$ cat src/rtl/fragmented_sparse_array_defines.svh
// Assertion macros for the RTL file that checks itself.
`ifndef FRAGMENTED_SPARSE_ARRAY_DEFINES_SVH
`define FRAGMENTED_SPARSE_ARRAY_DEFINES_SVH

// Condition that must hold at every clock edge out of reset.
`define FSA_ASSERT_HOLDS(label, cond, msg) \
    label: assert property (@(posedge clk) disable iff (!rst_n) (cond)) else $error(msg);

// Antecedent that implies a consequent in the same cycle.
`define FSA_ASSERT_IMPLIES(label, ante, cons, msg) \
    label: assert property (@(posedge clk) disable iff (!rst_n) (ante) |-> (cons)) \
        else $error(msg);

`endif

$ cat src/rtl/fsa_pkg.sv
package fsa_pkg;

    // Field and configuration widths
    localparam int CFG_W     = 5;
    localparam int KEY_W     = 32;
    localparam int IDX_W     = 2 * CFG_W;
    localparam int Q_W       = CFG_W;
    localparam int CELL_W    = KEY_W + 1;
    localparam int CFG_IDX_W = 2;

    // Operation codes
    typedef enum logic [1:0] {
        OP_SET = 2'd0,
        OP_GET = 2'd1,
        OP_DEL = 2'd2,
        OP_NOP = 2'd3
    } op_t;

    // Response status codes
    localparam logic [1:0] ST_OK     = 2'd0;
    localparam logic [1:0] ST_RANGE  = 2'd1;
    localparam logic [1:0] ST_UNUSED = 2'd2;

    // Configuration register indexes
    localparam logic [CFG_IDX_W-1:0] CFG_FRAG_TOTAL    = 2'd0;
    localparam logic [CFG_IDX_W-1:0] CFG_FRAG_LEN      = 2'd1;
    localparam logic [CFG_IDX_W-1:0] CFG_UNUSED_MARKER = 2'd2;

    // Configuration reset values
    localparam logic [CFG_W-1:0] FRAG_TOTAL_RST    = 5'd16;
    localparam logic [CFG_W-1:0] FRAG_LEN_RST      = 5'd16;
    localparam logic [KEY_W-1:0] UNUSED_MARKER_RST = 32'h8000_0000;

    typedef struct packed {
        op_t                op;
        logic signed [31:0] cell_index;
        logic signed [31:0] key_value;
    } req_t;

    typedef struct packed {
        logic [1:0]         status;
        logic signed [31:0] read_value;
        logic [8:0]         occupied_total;
        logic [4:0]         active_fragments;
    } rsp_t;

    // Memory port controls from the sequencer to the store
    typedef struct packed {
        logic rd_en;
        logic cell_we;
        logic fill_we;
    } mem_ctl_t;

endpackage

$ cat src/rtl/fsa_divider.sv
module fsa_divider (
    input  logic                        clk,
    input  logic                        rst_n,
    input  logic                        start,
    input  logic [fsa_pkg::IDX_W-1:0]   dividend,
    input  logic [fsa_pkg::CFG_W-1:0]   divisor,
    output logic                        done,
    output logic [fsa_pkg::Q_W-1:0]     quotient,
    output logic [fsa_pkg::CFG_W-1:0]   remainder
);
    import fsa_pkg::*;

    localparam int BIT_W = $clog2(Q_W);

    logic             busy_reg;
    logic             done_reg;
    logic [BIT_W-1:0] bit_reg;
    logic [IDX_W-1:0] rem_reg;
    logic [CFG_W-1:0] div_reg;
    logic [Q_W-1:0]   q_reg;
    logic [IDX_W-1:0] trial;
    logic             fits;

    // Restoring step: compare against the divisor shifted to the current bit
    always_comb
    begin
        trial = IDX_W'(div_reg) << bit_reg;
        fits  = (rem_reg >= trial);
    end

    // Step control: one quotient bit per cycle, most significant first
    always_ff @(posedge clk or negedge rst_n)
    begin
        if (!rst_n)
        begin
            busy_reg <= 1'b0;
            done_reg <= 1'b0;
            bit_reg  <= '0;
        end
        else
        begin
            done_reg <= 1'b0;
            if (start)
            begin
                busy_reg <= 1'b1;
                bit_reg  <= BIT_W'(Q_W - 1);
            end
            else if (busy_reg)
            begin
                if (bit_reg == '0)
                begin
                    busy_reg <= 1'b0;
                    done_reg <= 1'b1;
                end
                else
                begin
                    bit_reg <= bit_reg - 1'b1;
                end
            end
        end
    end

    // Datapath: partial remainder and quotient bits
    always_ff @(posedge clk)
    begin
        if (start)
        begin
            rem_reg <= dividend;
            div_reg <= divisor;
            q_reg   <= '0;
        end
        else if (busy_reg && fits)
        begin
            rem_reg        <= rem_reg - trial;
            q_reg[bit_reg] <= 1'b1;
        end
    end

    assign done      = done_reg;
    assign quotient  = q_reg;
    assign remainder = CFG_W'(rem_reg);

endmodule

$ cat config.mk
export PLATFORM = sky130hd
export DESIGN_NAME = fsa_divider
export DESIGN_NICKNAME = d
export VERILOG_FILES = /design/src/rtl/fragmented_sparse_array_defines.svh /design/src/rtl/fsa_pkg.sv /design/src/rtl/fsa_divider.sv
export SDC_FILE = /design/constraint.sdc
export NUM_CORES = 1
export LEC_CHECK = 0
export ABC_AREA = 1
export BUFFER_PORTS_ARGS = -buffer_cell sky130_fd_sc_hd__buf_2
export CORE_MARGIN = 2
export CORE_UTILIZATION = 35
export DETAILED_ROUTE_END_ITERATION = 12
export GPL_ROUTABILITY_DRIVEN = 0
export SYNTH_ARGS = -nofsm -noshare
export SYNTH_HDL_FRONTEND = slang
export SYNTH_SLANG_ARGS = --single-unit
$ cat constraint.sdc
create_clock -name clk -period 4.47 [get_ports clk]
set_input_delay 0.6705 -clock clk [delete_from_list [all_inputs] [get_ports clk]]
set_output_delay 0.6705 -clock clk [all_outputs]
set_load 0.005 [all_outputs]
# Yosys cells after proc, flatten, opt, wreduce, memory -nomap -nowiden
# Index checks and enable logic that the tools add are counted.
# word_totals
ff_bits	25
in_bits	18
output_inout_bits	11
word_cells	33
# op_classes
addsub	2
n_lt_le_gt_ge	3
n_eq_ne	1
n_shift	1
muxes	13
n_bitwise	1
n_reduce_logical	6
# ops
cell	count
10-bit 2-to-1 mux	2
10-bit >= comparator	1
5-bit by 3-bit left shift with 10-bit output	1
10-bit subtractor	1
3-bit 2-to-1 mux	3
1-bit 2-to-1 mux	7
5-bit bitwise OR	1
3-bit by 4-bit less-than comparator with 1-bit output (second input constant)	1
2-bit nonzero test	2
1-bit demux with 3-bit select	1
3-bit by 1-bit >= comparator with 1-bit output (second input constant)	1
3-bit logical NOT	1
3-bit by 1-bit subtractor with 3-bit output (second input constant)	1
1-bit logical AND	2
2-bit inequality test (second input constant)	1
2-bit AND reduction	1

# Longest topological paths before layout
# logic_depth
depth_word	5
depth_mapped	15
depth_no_buf	15

# Worst setup path after synthesis
# OpenSTA, ideal clock, no wires.
# synth_path
path_kind	reg2reg
from	register bit_reg[0]
to	register rem_reg[0] (enable)
setup_time_ns	0.340
arrival_time_ns	2.031
required_time_ns	4.130
slack_ns	2.099
path_stages_with_launch	13
n_path_buf	1
period_less_slack_ns	2.371
path_cell_list	dfrtp_1 buf_6 o21ai_0 nand2_1 o21ai_0 inv_1 ha_1 nand2_2 nor2_2 nand3_1 nand4_2 nand2_1 nand2_1
# synth_via
elab_chain_cells	4
# synth_rtl
item	line	text
start, declared	fsa_divider.sv:17	logic [BIT_W-1:0] bit_reg;
start signal, assigned	fsa_divider.sv:46	bit_reg <= BIT_W'(Q_W - 1);
start signal, assigned	fsa_divider.sv:57	bit_reg <= bit_reg - 1'b1;
5-bit by 3-bit left shift with 10-bit output	fsa_divider.sv:27	trial = IDX_W'(div_reg) << bit_reg;
10-bit >= comparator	fsa_divider.sv:28	fits = (rem_reg >= trial);
1-bit logical AND	fsa_divider.sv:72	else if (busy_reg && fits)
2-bit nonzero test (no line)	n/a	
end signal, assigned	fsa_divider.sv:68	rem_reg <= dividend;
end signal, assigned	fsa_divider.sv:74	rem_reg <= rem_reg - trial;
end, declared	fsa_divider.sv:18	logic [IDX_W-1:0] rem_reg;
# Every way passes these cells.
# A chain may end at the register's enable or synchronous reset.

# Worst setup path in the final report
# layout_path
from	register bit_reg[0]
to	register rem_reg[6] (enable)
# Same word-level chain as after synthesis.

==> impl_summary.txt <==
----------------------------------------------------
[Final layout]
  Storage element area ... just under 700 um^2
  Number of antenna repair diodes ... 0
  Number of fill cells in the layout ... roughly 530
  Area of combinational cells with multiple inputs ... approximately 900 um^2
  Most frequent standard cell in the layout excluding fill and tap cells ... sky130_fd_sc_hd__nand2_1
  Net count, final ... roughly 290
  Layout-stage area growth over the synthesis result ... 9.614%
  Largest register FFs ... 10
  Top library cells by usage in the layout, fill and taps aside ... 65 x sky130_fd_sc_hd__nand2_1, 28 x sky130_fd_sc_hd__buf_2, 27 x sky130_fd_sc_hd__inv_1
  Fraction of layout instances using a drive strength above 1 ... roughly 17%

[Power]
  Register share of total power ... about a quarter
  Net load switching power ... ~0.85 mW
  Leakage power summed over all cells ... between 0.9 and 1 nW
  Internal Pwr Total ... between 0.8 and 0.9 mW
  Net switching share of the total power ... roughly half
  Clock network power share ... under 10%
  Combinational Power Share ... approximately two thirds
  Maximum vdd drop ... around 290 uV
  Ratio of total power to cell area ... a little under 900 nW/um^2

[Die]
  Die span in y ... roughly 75 um
  Initial core utilization ... a little under two fifths
  Area of the core ... approximately 4800 um^2
  Die Width ... roughly 75 um
  Number of core rows ... 25
  Die area ... around 5700 um^2
  Boundary pin count ... 29

[Global routing]
  Initial antenna violation count ... 0
  Largest net degree at the start of global routing ... 27
  Overflow left after global routing ... 0
  Wire length of the first global-routing pass ... around 6500 um
  Total global routing track utilization ... 15.30%
  Vias in the first global route ... roughly 1500

[Timing]
  Final period demand of the worst path ... 2957 ps
  Final period utilization ... roughly 66%
  Worst hold slack after final layout ... roughly 190 ps
  Transition at the pin with the smallest max-transition slack ... 484.4 ps
  Final hold violations ... 0
  RSZ-0062 raised after global routing ... no
  Max frequency ... ~340 MHz
  Pins Over Slew Limit ... 0
  Clock Skews ... 9.720 ps
  # setup viols final ... 0
  Worst-case headroom to the max-slew limit ... about two thirds
  Sum Neg Setup Slack ... 0 ps

[Logic synthesis]
  Fraction of synthesized cell area taken by the top area cell type ... between 20% and 30%
  Count of cell types in the netlist ... 36
  Net count of the mapped netlist ... roughly 260
  Biggest area consumer among synthesized cells ... sky130_fd_sc_hd__edfxtp_1
  Post-synthesis async set-or-reset flop share ... between 20% and 30%
  Sequential fraction of the synthesis area ... 37.89%
  Primary flip-flop cell chosen by synthesis mapping ... sky130_fd_sc_hd__edfxtp_1
  Total number of yosys warnings ... 0
  Post-synthesis cell area ... approximately 1800 um^2
  Cell types with the largest area share after synthesis ... sky130_fd_sc_hd__edfxtp_1 25%, sky130_fd_sc_hd__nand2_1 14%, sky130_fd_sc_hd__ha_1 8.4%
  EDFF count, synth ... 15
  Cells after synthesis ... ~230
  Number of storage elements in the synthesis netlist ... 25
  Average instance area after synthesis ... between 7 and 8 um^2

[CTS]
  Max Root-Sink Buffers ... 2
  Clk sinks ... 25
  Later-pin clock latency in the skew report ... about 270 ps
  Post-CTS Resized ... 0
  Cell chosen for the clock root ... sky130_fd_sc_hd__clkbuf_8
  Hold-fix buffers, CTS ... 0
  Clock-pin slew reported for the worst setup and hold paths after clock tree synthesis ... about 90 ps
  CTS tree ... built
  Post-CTS Setup Inserts ... 0
  CTS Buf Count ... 3
  Number of levels in the clock H-tree ... 1

[Detailed routing]
  Number of routed nets with antenna violations ... 0
  Via-per-instance ratio ... about 4.8
  Vias ... around 1500
  Starting DRC count in detailed routing ... between 70 and 80
  Final routed wire length divided by cell count ... ~12 um
  Number of design rule violations left after detail routing ... 0
  First-pass iteration count of the detailed router ... 4
  Routed wire length ... approximately 3800 um

[Critical path]
  Element type at the critical path end ... flip-flop
  Kind of start point of the critical path ... flip-flop
  Kind of cell adding the most delay to the critical path ... simple AND/OR/NAND/NOR gates
  Sequence of cells on the critical path ... inv_1 -> nand2_1 -> nand2_1 -> nand2_1 -> o21ai_0 -> o21ai_0 -> ha_1 -> a21oi_1 -> nand2_1 -> nand2_1 -> nand4_2 -> nand2_1 -> nand2_1
  Arrival @ worst endpoint ... 2880 ps
  Most frequent cell on the critical path ... sky130_fd_sc_hd__nand2_1
  Path type of the worst setup path ... reg -> reg
  Path length in cells of the critical path ... 13
  CP Max Fanout ... 12
  Register-to-Register Path Depth ... 13
  Cell with the biggest individual delay on the critical path ... sky130_fd_sc_hd__dfrtp_1
  Source of the critical timing path ... bit_reg[0]
  Buffer and inverter count on the worst path ... 1
  Required @ worst endpoint ... 4390 ps
  Largest incremental delay on the critical path ... around 560 ps
  Beginning of the worst register-to-register path ... bit_reg[0]

[Placement]
  DP HPWL ... 3038 um
  Buffers added on ports ... 28

[Worst hold path]
  Path type of the worst min-delay path ... in -> async

[Run status]
  Result of the run ... finished clean

[Job]
  Count of max-cap constraint violations ... 0

----------------------------------------------------
-- worst paths after layout --
path / to / slack, ps
worst min-delay path: done / 190
worst max register to register: rem_reg[6] / 1510
worst max-delay path: rem_reg[6] / 1510
min in group clk: quotient[4] / 450
max in group asynchronous: bit_reg[0] / 4130
worst min register to register: quotient[4] / 450
-- metrics by stage --
step | setup WS [ps] | cells | util (%) | area (um^2) | power (mW)
after CTS | 1486 | 320 | 40.57 | 1954 | 1.710
after detailed placement | 1515 | 316 | 39.64 | 1909 | 1.563
final | 1513 | 320 | 40.57 | 1954 | 1.696
after global routing | 1109 | 320 | 40.57 | 1954 | 1.923
after global placement | 1587 | 316 | 39.64 | 1909 | 1.554
after floorplan | 2099 | 232 | - | 1783 | 1.357
-- cell families after synthesis --
group | count (synthesis) | share of synthesized area [%]
simple gates | 115 | 28.28
compound gates | 37 | 11.65
flops | 25 | 37.89
fa+ha+maj | 13 | 9.544
buf+inv | 40 | 11.58
mux | 1 | 0.5614
xor+xnor | 1 | 0.4913
-- power groups by stage --
| stage | clock network (mW) | logic [mW] | registers (mW) |
|---|---|---|---|
| finish | 0.138 | 1.12 | 0.434 |
| global route | 0.151 | 1.33 | 0.446 |
| CTS | 0.145 | 1.13 | 0.434 |
| detailed placement | 0 | 1.12 | 0.439 |
| global placement | 0 | 1.12 | 0.438 |
| floorplan | 0 | 0.951 | 0.406 |
-- per-layer routing --
layer | vias to the layer above | wire length, um | GRT usage, % | part of all wire (%)
met5 | - | 0 | 0 | 0
met4 | 0 | 77 | 5.263 | 2.0
met3 | 7 | 139 | 2.249 | 3.6
met2 | 35 | 1790 | 25.31 | 47
met1 | 681 | 1833 | 20.53 | 48
li1 | 798 | - | - | -
-- final cells by class --
cell class / count / share of cell area, %
well taps: 67 / 4.289
repair buffers: 28 / 7.170
multi-input cells: 167 / 46.09
clock buffers: 4 / 2.305
inverters: 29 / 5.570
flip-flops and latches: 25 / 34.57
-- Yosys cell counts, types with 3 or more instances --
cell / n
sky130_fd_sc_hd__buf_4: 6
sky130_fd_sc_hd__a21oi_1: 10
sky130_fd_sc_hd__o21ai_1: 6
sky130_fd_sc_hd__or2_1: 3
sky130_fd_sc_hd__nor2_1: 19
sky130_fd_sc_hd__ha_1: 12
sky130_fd_sc_hd__dfxtp_1: 5
sky130_fd_sc_hd__dfrtp_1: 5
sky130_fd_sc_hd__nand3_1: 16
sky130_fd_sc_hd__edfxtp_1: 15
sky130_fd_sc_hd__o21ai_0: 13
sky130_fd_sc_hd__nand2_1: 65
sky130_fd_sc_hd__inv_1: 27
(Power assumes the default switching activity.)
